### config.mk
export PLATFORM = sky130hd
export DESIGN_NAME = nearest_center_region_select
export DESIGN_NICKNAME = d
export VERILOG_FILES = /design/src/hw/rtl/ncrs_pkg.sv /design/src/hw/rtl/nearest_center_region_select.sv
export VERILOG_INCLUDE_DIRS = /design/src /design/src/hw/rtl
export SDC_FILE = /design/constraint.sdc
export NUM_CORES = 2
export LEC_CHECK = 0
export BUFFER_PORTS_ARGS = -buffer_cell sky130_fd_sc_hd__buf_2
export CAP_MARGIN = 20
export CELL_PAD_IN_SITES_DETAIL_PLACEMENT = 0
export CELL_PAD_IN_SITES_GLOBAL_PLACEMENT = 1
export CORE_MARGIN = 5
export CORE_UTILIZATION = 25
export DETAILED_ROUTE_END_ITERATION = 16
export GPL_TIMING_DRIVEN = 0
export MAX_ROUTING_LAYER = met4
export PLACE_DENSITY_LB_ADDON = 0.1
export SETUP_SLACK_MARGIN = 0.3
export SYNTH_ARGS = -nofsm -noshare
export SYNTH_HDL_FRONTEND = slang
export SYNTH_SLANG_ARGS = --single-unit
### constraint.sdc
create_clock -name clk -period 31.3 [get_ports clk]
set_input_delay 6.26 -clock clk [delete_from_list [all_inputs] [get_ports clk]]
set_output_delay 6.26 -clock clk [all_outputs]
set_load 0.01 [all_outputs]
### src/hw/rtl/assert_macros.svh
// Assertion macros shared by the RTL of the region selector.
// Each macro expects clk and arst_n in the scope where it is used.
`ifndef ASSERT_MACROS_SVH
`define ASSERT_MACROS_SVH

// property holds at every edge outside reset
`define ASSERT_ALWAYS(label, prop, msg) \
	label: assert property (@(posedge clk) disable iff (!arst_n) (prop)) else $error(msg);

// consequent holds in the cycle after the antecedent
`define ASSERT_NEXT(label, ante, cons, msg) \
	label: assert property (@(posedge clk) disable iff (!arst_n) (ante) |=> (cons)) else $error(msg);

`endif

### src/hw/rtl/ncrs_pkg.sv
// Shared types and constants for the nearest-centre region selector.
// No dependencies.
`timescale 1ns / 1ps

package ncrs_pkg;

	localparam int KEEP_SLOTS_DEF = 8;
	localparam int COORD_BITS_DEF = 12;

	localparam int ACTION_W   = 2;
	localparam int DIM_W      = 13;
	localparam int AREA_W     = 25;
	localparam int MAXREG_W   = 4;
	localparam int CENTER_W   = DIM_W - 1;
	localparam int RANK_W     = 3;
	localparam int CFG_IDX_W  = 2;
	localparam int CFG_DATA_W = AREA_W;
	localparam int M_FIELDS_W = 2 + RANK_W;
	localparam int M_TDATA_W  = ((M_FIELDS_W + 7) / 8) * 8;

	localparam logic [AREA_W-1:0]   MIN_AREA_RST     = AREA_W'(0);
	localparam logic [MAXREG_W-1:0] MAX_REGIONS_RST  = MAXREG_W'(3);
	localparam logic [DIM_W-1:0]    IMAGE_WIDTH_RST  = DIM_W'(640);
	localparam logic [DIM_W-1:0]    IMAGE_HEIGHT_RST = DIM_W'(480);

	typedef enum logic [ACTION_W-1:0] {
		ACT_CLEAR = 2'd0,
		ACT_OFFER = 2'd1,
		ACT_QUERY = 2'd2
	} action_t;

	typedef enum logic [CFG_IDX_W-1:0] {
		CFG_MIN_AREA     = 2'd0,
		CFG_MAX_REGIONS  = 2'd1,
		CFG_IMAGE_WIDTH  = 2'd2,
		CFG_IMAGE_HEIGHT = 2'd3
	} cfg_reg_t;

endpackage

### src/hw/rtl/nearest_center_region_select.sv
// Nearest-centre region selector: filters region descriptors and keeps the
// ones nearest the image centre; answers label queries. Uses ncrs_pkg.
// Pipeline: input register, then distance register, then result register (m_tvalid).
// Throughput: one item per cycle while m_tready does not stall the output; the store compare needs no extra stage.
// Reset: store emptied, registers to min_area 0, max_regions 3, 640 x 480.
// Payload and entry storage are not reset; no clearing pass is needed.
`timescale 1ns / 1ps
`include "assert_macros.svh"

module nearest_center_region_select #(
	parameter int KEEP_SLOTS = ncrs_pkg::KEEP_SLOTS_DEF,
	parameter int COORD_BITS = ncrs_pkg::COORD_BITS_DEF,
	localparam int S_TDATA_W = ((5 * COORD_BITS + 2 * ncrs_pkg::DIM_W
		+ ncrs_pkg::AREA_W + 7) / 8) * 8
) (
	input  logic                              clk,
	input  logic                              arst_n,
	input  logic                              cfg_wr_en,
	input  logic [ncrs_pkg::CFG_IDX_W-1:0]    cfg_addr,
	input  logic [ncrs_pkg::CFG_DATA_W-1:0]   cfg_wdata,
	input  logic                              s_tvalid,
	output logic                              s_tready,
	// label, box_left, box_top, box_width, box_height, region_area,
	// centroid_col, centroid_row
	input  logic [S_TDATA_W-1:0]              s_tdata,
	// action
	input  logic [ncrs_pkg::ACTION_W-1:0]     s_tuser,
	output logic                              m_tvalid,
	input  logic                              m_tready,
	// accepted, is_kept, rank
	output logic [ncrs_pkg::M_TDATA_W-1:0]    m_tdata
);
	import ncrs_pkg::*;

	localparam int DIFF_W  = (COORD_BITS > CENTER_W) ? COORD_BITS : CENTER_W;
	localparam int SQ_W    = 2 * DIFF_W;
	localparam int DIST_W  = SQ_W + 1;
	localparam int KEY_W   = DIST_W + COORD_BITS;
	localparam int SUM_W   = ((COORD_BITS > DIM_W) ? COORD_BITS : DIM_W) + 1;
	localparam int CNT_W   = $clog2(KEEP_SLOTS + 2);
	localparam int CMP_W   = (CNT_W > MAXREG_W) ? CNT_W : MAXREG_W;
	localparam int RCNT_W  = (CNT_W > RANK_W) ? CNT_W : RANK_W;
	localparam int IN_W    = 5 * COORD_BITS + 2 * DIM_W + AREA_W;
	localparam int OFS_LFT = COORD_BITS;
	localparam int OFS_TOP = 2 * COORD_BITS;
	localparam int OFS_BW  = 3 * COORD_BITS;
	localparam int OFS_BH  = OFS_BW + DIM_W;
	localparam int OFS_AR  = OFS_BH + DIM_W;
	localparam int OFS_CC  = OFS_AR + AREA_W;
	localparam int OFS_CR  = OFS_CC + COORD_BITS;

	// configuration
	logic [AREA_W-1:0]   min_area_q;
	logic [MAXREG_W-1:0] max_regions_q;
	logic [DIM_W-1:0]    image_width_q;
	logic [DIM_W-1:0]    image_height_q;

	always_ff @(posedge clk or negedge arst_n) begin
		if (!arst_n) begin
			min_area_q     <= MIN_AREA_RST;
			max_regions_q  <= MAX_REGIONS_RST;
			image_width_q  <= IMAGE_WIDTH_RST;
			image_height_q <= IMAGE_HEIGHT_RST;
		end else if (cfg_wr_en) begin
			unique case (cfg_reg_t'(cfg_addr))
				CFG_MIN_AREA:     min_area_q     <= cfg_wdata[AREA_W-1:0];
				CFG_MAX_REGIONS:  max_regions_q  <= cfg_wdata[MAXREG_W-1:0];
				CFG_IMAGE_WIDTH:  image_width_q  <= cfg_wdata[DIM_W-1:0];
				CFG_IMAGE_HEIGHT: image_height_q <= cfg_wdata[DIM_W-1:0];
			endcase
		end
	end

	// handshake
	logic valid_s1, valid_s2, m_valid_q;
	logic out_ready, s2_free, s1_free, adv_s1, adv_s2, fire_in;

	assign out_ready = !m_valid_q || m_tready;
	assign adv_s2    = valid_s2 && out_ready;
	assign s2_free   = !valid_s2 || out_ready;
	assign adv_s1    = valid_s1 && s2_free;
	assign s1_free   = !valid_s1 || s2_free;
	assign s_tready  = s1_free;
	assign fire_in   = s_tvalid && s1_free;
	assign m_tvalid  = m_valid_q;

	always_ff @(posedge clk or negedge arst_n) begin
		if (!arst_n) begin
			valid_s1  <= 1'b0;
			valid_s2  <= 1'b0;
			m_valid_q <= 1'b0;
		end else begin
			if (s1_free)
				valid_s1 <= s_tvalid;
			if (s2_free)
				valid_s2 <= valid_s1;
			if (out_ready)
				m_valid_q <= valid_s2;
		end
	end

	// stage 1: registered item
	action_t                 action_s1;
	logic [COORD_BITS-1:0]   label_s1, left_s1, top_s1, cc_s1, cr_s1;
	logic [DIM_W-1:0]        bw_s1, bh_s1;
	logic [AREA_W-1:0]       area_s1;

	always_ff @(posedge clk) begin
		if (fire_in) begin
			action_s1 <= action_t'(s_tuser);
			label_s1  <= s_tdata[OFS_LFT-1:0];
			left_s1   <= s_tdata[OFS_TOP-1:OFS_LFT];
			top_s1    <= s_tdata[OFS_BW-1:OFS_TOP];
			bw_s1     <= s_tdata[OFS_BH-1:OFS_BW];
			bh_s1     <= s_tdata[OFS_AR-1:OFS_BH];
			area_s1   <= s_tdata[OFS_CC-1:OFS_AR];
			cc_s1     <= s_tdata[OFS_CR-1:OFS_CC];
			cr_s1     <= s_tdata[IN_W-1:OFS_CR];
		end
	end

	// distance and border / area filter
	logic [DIFF_W-1:0] ctr_x, ctr_y, pos_x, pos_y, dx, dy;
	logic [SQ_W-1:0]   sq_x, sq_y;
	logic [DIST_W-1:0] dist_s1;
	logic              touch_s1, pass_s1;

	always_comb begin
		ctr_x    = DIFF_W'(image_width_q[DIM_W-1:1]);
		ctr_y    = DIFF_W'(image_height_q[DIM_W-1:1]);
		pos_x    = DIFF_W'(cc_s1);
		pos_y    = DIFF_W'(cr_s1);
		dx       = (pos_x > ctr_x) ? pos_x - ctr_x : ctr_x - pos_x;
		dy       = (pos_y > ctr_y) ? pos_y - ctr_y : ctr_y - pos_y;
		sq_x     = SQ_W'(dx) * SQ_W'(dx);
		sq_y     = SQ_W'(dy) * SQ_W'(dy);
		dist_s1  = DIST_W'(sq_x) + DIST_W'(sq_y);
		touch_s1 = (left_s1 == '0) || (top_s1 == '0)
			|| (SUM_W'(left_s1) + SUM_W'(bw_s1) >= SUM_W'(image_width_q))
			|| (SUM_W'(top_s1) + SUM_W'(bh_s1) >= SUM_W'(image_height_q));
		pass_s1  = !touch_s1 && (area_s1 >= min_area_q);
	end

	// stage 2
	action_t               action_s2;
	logic [COORD_BITS-1:0] label_s2;
	logic [DIST_W-1:0]     dist_s2;
	logic                  pass_s2;

	always_ff @(posedge clk) begin
		if (adv_s1) begin
			action_s2 <= action_s1;
			label_s2  <= label_s1;
			dist_s2   <= dist_s1;
			pass_s2   <= pass_s1;
		end
	end

	// kept set
	logic [KEEP_SLOTS-1:0] valid_q;
	logic [DIST_W-1:0]     dist_q  [KEEP_SLOTS];
	logic [COORD_BITS-1:0] label_q [KEEP_SLOTS];

	logic [KEY_W-1:0]      elem_key   [KEEP_SLOTS+1];
	logic [KEEP_SLOTS:0]   elem_valid;
	logic [CNT_W-1:0]      smaller    [KEEP_SLOTS+1];
	logic [KEEP_SLOTS:0]   keep;
	logic [KEEP_SLOTS-1:0] match, free_slot, first_free, valid_next;
	logic [KEY_W-1:0]      q_key;
	logic [RCNT_W-1:0]     rank_cnt;
	logic                  found, offer_ok, res_accepted, res_kept;
	logic [RANK_W-1:0]     res_rank;

	always_comb begin
		for (int i = 0; i < KEEP_SLOTS; i++) begin
			elem_key[i]   = {dist_q[i], label_q[i]};
			elem_valid[i] = valid_q[i];
			match[i]      = valid_q[i] && (label_q[i] == label_s2);
		end
		found    = |match;
		offer_ok = (action_s2 == ACT_OFFER) && (label_s2 != '0) && !found && pass_s2;
		elem_key[KEEP_SLOTS]   = {dist_s2, label_s2};
		elem_valid[KEEP_SLOTS] = offer_ok;

		// an element survives when fewer than the limit lie below it
		for (int j = 0; j <= KEEP_SLOTS; j++) begin
			smaller[j] = '0;
			for (int i = 0; i <= KEEP_SLOTS; i++)
				if (elem_valid[i] && (elem_key[i] < elem_key[j]))
					smaller[j] = smaller[j] + CNT_W'(1);
			keep[j] = elem_valid[j] && (CMP_W'(smaller[j]) < CMP_W'(max_regions_q))
				&& (smaller[j] < CNT_W'(KEEP_SLOTS));
		end

		free_slot  = ~keep[KEEP_SLOTS-1:0];
		first_free = free_slot & (~free_slot + KEEP_SLOTS'(1));
		valid_next = keep[KEEP_SLOTS-1:0] | (keep[KEEP_SLOTS] ? first_free : '0);

		q_key = '0;
		for (int i = 0; i < KEEP_SLOTS; i++)
			if (match[i])
				q_key = q_key | elem_key[i];
		rank_cnt = '0;
		for (int i = 0; i < KEEP_SLOTS; i++)
			if (valid_q[i] && (elem_key[i] > q_key))
				rank_cnt = rank_cnt + RCNT_W'(1);

		res_accepted = 1'b0;
		res_kept     = 1'b0;
		res_rank     = '0;
		unique case (action_s2)
			ACT_OFFER: res_accepted = keep[KEEP_SLOTS];
			ACT_QUERY: begin
				res_kept = found && (label_s2 != '0);
				res_rank = res_kept ? rank_cnt[RANK_W-1:0] : '0;
			end
			ACT_CLEAR: ;
			default: ;
		endcase
	end

	always_ff @(posedge clk or negedge arst_n) begin
		if (!arst_n) begin
			valid_q <= '0;
		end else if (adv_s2) begin
			if (action_s2 == ACT_CLEAR)
				valid_q <= '0;
			else if (offer_ok)
				valid_q <= valid_next;
		end
	end

	always_ff @(posedge clk) begin
		for (int i = 0; i < KEEP_SLOTS; i++) begin
			if (adv_s2 && keep[KEEP_SLOTS] && first_free[i]) begin
				dist_q[i]  <= dist_s2;
				label_q[i] <= label_s2;
			end
		end
	end

	// result register
	logic              acc_q, kept_q;
	logic [RANK_W-1:0] rank_q;

	always_ff @(posedge clk) begin
		if (adv_s2) begin
			acc_q  <= res_accepted;
			kept_q <= res_kept;
			rank_q <= res_rank;
		end
	end

	assign m_tdata = {(M_TDATA_W - M_FIELDS_W)'(0), rank_q, kept_q, acc_q};

	`ASSERT_ALWAYS(a_store_grows_by_one, $countones(valid_q) <= $countones($past(valid_q)) + 1, "store grew by more than one entry")
	`ASSERT_NEXT(a_clear_empties, adv_s2 && (action_s2 == ACT_CLEAR), valid_q == '0, "store not empty after clear")
	`ASSERT_NEXT(a_accept_stored, adv_s2 && res_accepted, valid_q != '0, "accepted region not stored")
	`ASSERT_NEXT(a_store_idle, !adv_s2, $stable(valid_q), "store changed without an item")

endmodule

* Yosys cells after proc, flatten, opt, wreduce, memory -nomap -nowiden *
Memory sizes are Yosys's and may differ from the RTL's.
Cells that the tools add are included.

word-level totals
  bits in writable memories = 296
  register bits after elaboration = 224
  word-level logic and storage cells = 581
  bits of input ports = 146
  memories kept = 2
  latch bits = 0
  memory bits (read-only) = 0

memory list
  memory   depth  bits a word  rd ports  clocked after Yosys merged registers in  wr ports  RTL line                             text
  dist_q   8      25           8         0                                        1         nearest_center_region_select.sv:161  logic [DIST_W-1:0] dist_q [KEEP_SLOTS];
  label_q  8      12           8         0                                        1         nearest_center_region_select.sv:162  logic [COORD_BITS-1:0] label_q [KEEP_SLOTS];

operators by class
  multipliers = 2
  reductions and logical operators = 170
  order comparisons = 112
  $add $sub $neg = 87
  bitwise operators = 11
  divide/modulo/power cells = 0
  shift-type cells = 0
  muxes and demuxes = 160
  eq/ne operators = 13

operators by type and width
  operator                                            number
  less-than comparator 37 bit                         81
  > comparator 37 bit                                 8
  two-way mux 37 bit                                  8
  adder 4 x 1 -> 4 bit (second input constant)        72
  two-way mux 4 bit                                   72
  OR 37 bit                                           7
  two-way mux 25 bit                                  7
  OR reduction 25 bit                                 7
  logical AND 1 bit                                   132
  two-way mux 12 bit                                  9
  equality test 12 bit                                8
  OR reduction 12 bit                                 7
  two-way mux 3 bit                                   21
  multiplier 12 x 12 -> 24 bit                        2
  subtractor 12 bit                                   4
  two-way mux 1 bit                                   40
  less-than comparator 4 bit                          9
  less-than comparator 4 bit (second input constant)  9
  adder 12 x 13 -> 14 bit                             2
  greater-or-equal comparator 14 x 13 -> 1 bit        2
  adder 24 x 24 -> 25 bit                             1
  greater-or-equal comparator 25 bit                  1
  > comparator 12 bit                                 2
  logical NOT 12 bit                                  2
  other kinds (16)                                    42

* Depth between registers and ports, before layout *
An unclocked memory read counts as a cell.

  depth after elaboration = 38
  gate-level depth with buffers = 47
  depth with buffers taken out = 47

* Worst setup path after synthesis *
OpenSTA, ideal clock, no wires.

  path kind = input-to-output
  start point = input m_tready
  end point = output s_tready
  setup slack = 18.500 ns
  data arrival time = 6.540 ns
  path buffers = 0
  stages = 2
  data required time = 25.040 ns
  path through = nor2b_1 nand3_1

on the way
  word-level cells in the longest chain between the ends = 3

ends and longest elaborated chain
  item              RTL line                            text
  from (decl)       nearest_center_region_select.sv:29  input logic m_tready,
  logical OR 1 bit  nearest_center_region_select.sv:78  assign out_ready = !m_valid_q || m_tready;
  logical OR 1 bit  nearest_center_region_select.sv:80  assign s2_free = !valid_s2 || out_ready;
  logical OR 1 bit  nearest_center_region_select.sv:82  assign s1_free = !valid_s1 || s2_free;
  to (decl)         nearest_center_region_select.sv:22  output logic s_tready,

No other way between the ends.

* Final worst setup path *
  start point = register label_s2[3]
  end point = register rank_q[2] (data pin)

on the way
  word-level cells in the longest chain between the ends = 34
  elaborated cells between the ends (all ways) = 66
  classes of those cells = 7 x add/sub; 8 x order compare; 8 x eq/ne; 16 x mux; 7 x bitwise; 20 x reduce/logical

ends and longest elaborated chain
  item                    RTL line                             text
  from (decl)             nearest_center_region_select.sv:146  logic [COORD_BITS-1:0] label_s2;
  from (signal assigned)  nearest_center_region_select.sv:153  label_s2 <= label_s1;
  equality test 12 bit    nearest_center_region_select.sv:178  match[i] = valid_q[i] && (label_q[i] == label_s2);
  logical AND 1 bit       nearest_center_region_select.sv:178
  two-way mux 37 bit      nearest_center_region_select.sv:201  if (match[i])
  OR 37 bit               nearest_center_region_select.sv:202  q_key = q_key | elem_key[i];
  two-way mux 37 bit      nearest_center_region_select.sv:201
  OR 37 bit               nearest_center_region_select.sv:202
  two-way mux 37 bit      nearest_center_region_select.sv:201
  OR 37 bit               nearest_center_region_select.sv:202
  (+18 left out)          n/a
  adder 3 x 1 -> 3 bit    nearest_center_region_select.sv:206  rank_cnt = rank_cnt + RCNT_W'(1);
  two-way mux 3 bit       nearest_center_region_select.sv:205  if (valid_q[i] && (elem_key[i] > q_key))
  adder 3 x 1 -> 3 bit    nearest_center_region_select.sv:206
  two-way mux 3 bit       nearest_center_region_select.sv:205
  adder 3 x 1 -> 3 bit    nearest_center_region_select.sv:206
  two-way mux 3 bit       nearest_center_region_select.sv:205
  adder 3 x 1 -> 3 bit    nearest_center_region_select.sv:206
  two-way mux 3 bit       nearest_center_region_select.sv:205
  to (signal assigned)    nearest_center_region_select.sv:250  rank_q <= res_rank;
  to (decl)               nearest_center_region_select.sv:244  logic [RANK_W-1:0] rank_q;

Parallel ways exist; a longest one is shown, timed or not.
A chain may end at the register's enable or synchronous reset.

==> run_results.csv <==
group,metric,value,unit
outcome,outcome,"complete, no violations",
place,gp_congestion,0.951,
clock_network,cts_inserted_buffers,70,
synthesis,synth_seq_area_share,0.213,
worst_setup_path,slowest_delay,0.99,ns
clock_network,clk_pin_slew,0.06,ns
timing,finalWorstSetupSlack,16.97,ns
clock_network,holdBufCountCts,0,
synthesis,syn_inst,7521,
timing,finalHoldViolCount,0,
global_routing,via_count_of_the_first_global_routing_pass,62900,
clock_network,tritoncts,"yes",
die,rows,196,
drt,postRouteWirelength,396000,um
worst_setup_path,cp_data_required_time,31.61,ns
clock_network,worst_skew_pair.late_latency,0.74,ns
clock_network,clkSinkCount,520,
drt,dr.pass1.iters,7,
synthesis,syn_area_per_cell,9.54,um^2
drt,drc_errors,0,
synthesis,synthDistinctLibCells,120,
worst_setup_path,worstSetupEndpointType,"flop",
place,placement.setup.worst_slack,17.51,ns
global_routing,grt_antenna_before_repair,28,
timing,clk_skew,0.0626,ns
die,horiz_die_dim,546,um
clock_network,post_cts.repair.setup_buffers,0,
worst_setup_path,crit_path_frequent_cell,"sky130_fd_sc_hd__ha_1",
global_routing,gr-total-overflow,0,
synthesis,synthArstFlopShare,0.127,
global_routing,grt.total_usage,0.263,
synthesis,dominantRegCellSynth,"sky130_fd_sc_hd__edfxtp_1",
drt,detailedRoute.firstIterationViolations,5640,
timing,setup_repair_after_global_routing_missed_its_margin,"false",
global_routing,grt_max_degree,61,
final_layout,layout-area-overhead-vs-synth,13.6,%
synthesis,synth_seq_cells,520,
job,max_capacitance_violation_count,0,
final_layout,filler_cells_inserted,30000,
worst_setup_path,start_kind,"flop",
timing,worst_slew_pin_slew,1.40,ns
die,fp.dieH,546,um
timing,clock.fmax,69.8,MHz
drt,via_count,64000,
synthesis,netlist_area_before_placement,71800,um^2
final_layout,final_nets,10200,
die,start_util,0.251,
drt,vias_per_cell,5.46,
timing,post-route-min-period,14.33,ns
drt,ant_nets,0,
synthesis,synth_enable_flop_cells,454,
die,floorplan.core_area,285000,um^2
die,die_area,298000,um^2
drt,detail_route.wl_per_cell,33.7,um
place,dpl.cell_count,11600,
timing,finalCritPeriodShare,0.458,
clock_network,clk_path_buf_depth,3,
final_layout,final_layout_size_suffix_gt1_frac,0.0805,
timing,slew_violations,0,
clock_network,clk_root_buffer_cell,"sky130_fd_sc_hd__clkbuf_16",
timing,setup-tns-final,0,ns
worst_setup_path,worstPathArrival,14.63,ns
global_routing,grt_first_pass_wirelength,530000,um
final_layout,area.sequential,15300,um^2
place,detailedPlacementHpwl,316000,um
worst_setup_path,timing_worst_setup_path_type,"reg -> reg",
hold_path,min_path_type,"reg -> reg",
worst_setup_path,critical-path-slowest-cell,"sky130_fd_sc_hd__nor3b_1",
final_layout,area_of_the_multi_input_gates,53500,um^2
die,boundaryPins,156,
final_layout,layout.cells.non_filler,11700,
place,io_buffer_count,151,
timing,max-slew-margin-rel,0.0537,
worst_setup_path,crit_path_max_fanout,10,
clock_network,cts_max_level,3,
timing,final-setup-viol-count,0,
clock_network,ctsResizeCount,0,
synthesis,yosys_warnings,0,
per-layer routing:
metal / vias to the layer above / track usage / part of all wire
met4: 0 / 0.138 / 0.066
met5: - / - / 0
li1: 29100 / - / -
met2: 2364 / 0.401 / 0.43
met3: 565 / 0.0331 / 0.057
met1: 31900 / 0.342 / 0.44
cells in the final DEF, fill, tap and decap left out, types with 164 or more instances in the layout:
cell,instances
sky130_fd_sc_hd__o21ai_0,321
sky130_fd_sc_hd__nand4_1,313
sky130_fd_sc_hd__edfxtp_1,454
sky130_fd_sc_hd__nand2_1,393
sky130_fd_sc_hd__fa_1,205
sky130_fd_sc_hd__a21oi_1,603
sky130_fd_sc_hd__inv_1,765
sky130_fd_sc_hd__buf_2,164
sky130_fd_sc_hd__nand3_1,184
sky130_fd_sc_hd__ha_1,1951
sky130_fd_sc_hd__a21o_1,256
sky130_fd_sc_hd__nor2_1,333
path summary, 6_finish.rpt:
| path | startpoint | end | slack, ns | cells after the start |
|---|---|---|---|---|
| max | label_s2[3] | rank_q[2] | 16.97 | 45 |
| min | label_s1[2] | label_s2[2] | 0.42 | 0 |
| max reg2reg | label_s2[3] | rank_q[2] | 16.97 | 45 |
| min reg2reg | label_s1[2] | label_s2[2] | 0.42 | 0 |
| max in group asynchronous | arst_n | max_regions_q[0] | 25.03 | 2 |
| min in group asynchronous | arst_n | min_area_q[15] | 5.55 | 1 |
state kept, by name (all words and copies together), names as in the netlist, 8 cells and up:
name / cells
area_s1: 25
bh_s1: 13
bw_s1: 13
cc_s1: 12
cr_s1: 12
dist_q: 200
dist_s2: 25
image_height_q: 13
image_width_q: 13
label_q: 96
label_s1: 12
label_s2: 12
left_s1: 12
min_area_q: 25
top_s1: 12
valid_q: 8
cell usage after synthesis (80+ instances only):
library cell               number  share of area
sky130_fd_sc_hd__inv_1        765          0.040
sky130_fd_sc_hd__nand3_1      184          0.013
sky130_fd_sc_hd__o21a_1        84         0.0088
sky130_fd_sc_hd__a21o_1       256          0.027
sky130_fd_sc_hd__nor2_1       335          0.018
sky130_fd_sc_hd__nor2b_1      105         0.0092
sky130_fd_sc_hd__fa_1         205          0.057
sky130_fd_sc_hd__a22oi_1       80         0.0084
sky130_fd_sc_hd__ha_1        1951           0.34
sky130_fd_sc_hd__xnor2_1      125          0.015
sky130_fd_sc_hd__a21oi_1      603          0.042
sky130_fd_sc_hd__nand2b_1      98         0.0085
sky130_fd_sc_hd__nand4_1      313          0.027
sky130_fd_sc_hd__o21ai_0      327          0.023
sky130_fd_sc_hd__nand2_1      393          0.021
sky130_fd_sc_hd__edfxtp_1     454           0.19
sky130_fd_sc_hd__nor3_1        85         0.0059
area by class of cell:
type / instances / share of cell area
Clock inverter: 47 / 0.00691
Tap cell: 3762 / 0.0577
Clock buffer: 82 / 0.0224
Multi-Input combinational cell: 6141 / 0.656
Sequential cell: 520 / 0.188
Antenna cell: 18 / 0.000552
Buffer: 90 / 0.00473
Timing Repair Buffer: 294 / 0.0284
Inverter: 772 / 0.0355
per-stage QoR:
stage               hold WS [ns]  instance area [um^2]  utilization
finish                     0.417                 81500        0.286
floorplan                  0.400                 71800            -
detailed placement         0.405                 79000        0.277
global placement           0.410                 77200        0.271
CTS                        0.419                 81400        0.285
global route               0.426                 81500        0.286
critical path, delay by kind of cell (launching register included):
family	cells	cell delay (ns)
AOI/OAI and AO/OA	10	2.85
DFF	1	0.91
muxes	2	0.56
xor gates and xnor gates	2	0.40
adders and majority gates	8	2.50
and+or+nand+nor	18	4.30
buffers and inverters	5	2.39
logic make-up (layout without fill, tap and decap cells):
logic type,count (synthesis),after routing,share of synthesized area
AND/OR/NAND/NOR,1836,1836,0.135
XOR/XNOR,193,193,0.0271
multiplexers,86,86,0.0131
other,1,21,0.0000522
AO/OA/AOI/OAI,1867,1867,0.169
flip-flops,520,520,0.213
adder cells (fa/ha/maj),2156,2156,0.397
buffers and inverters,862,1285,0.0457
Power is not shown: default switching activity piles up to over one toggle a cycle in this logic, so the estimate is an artifact.
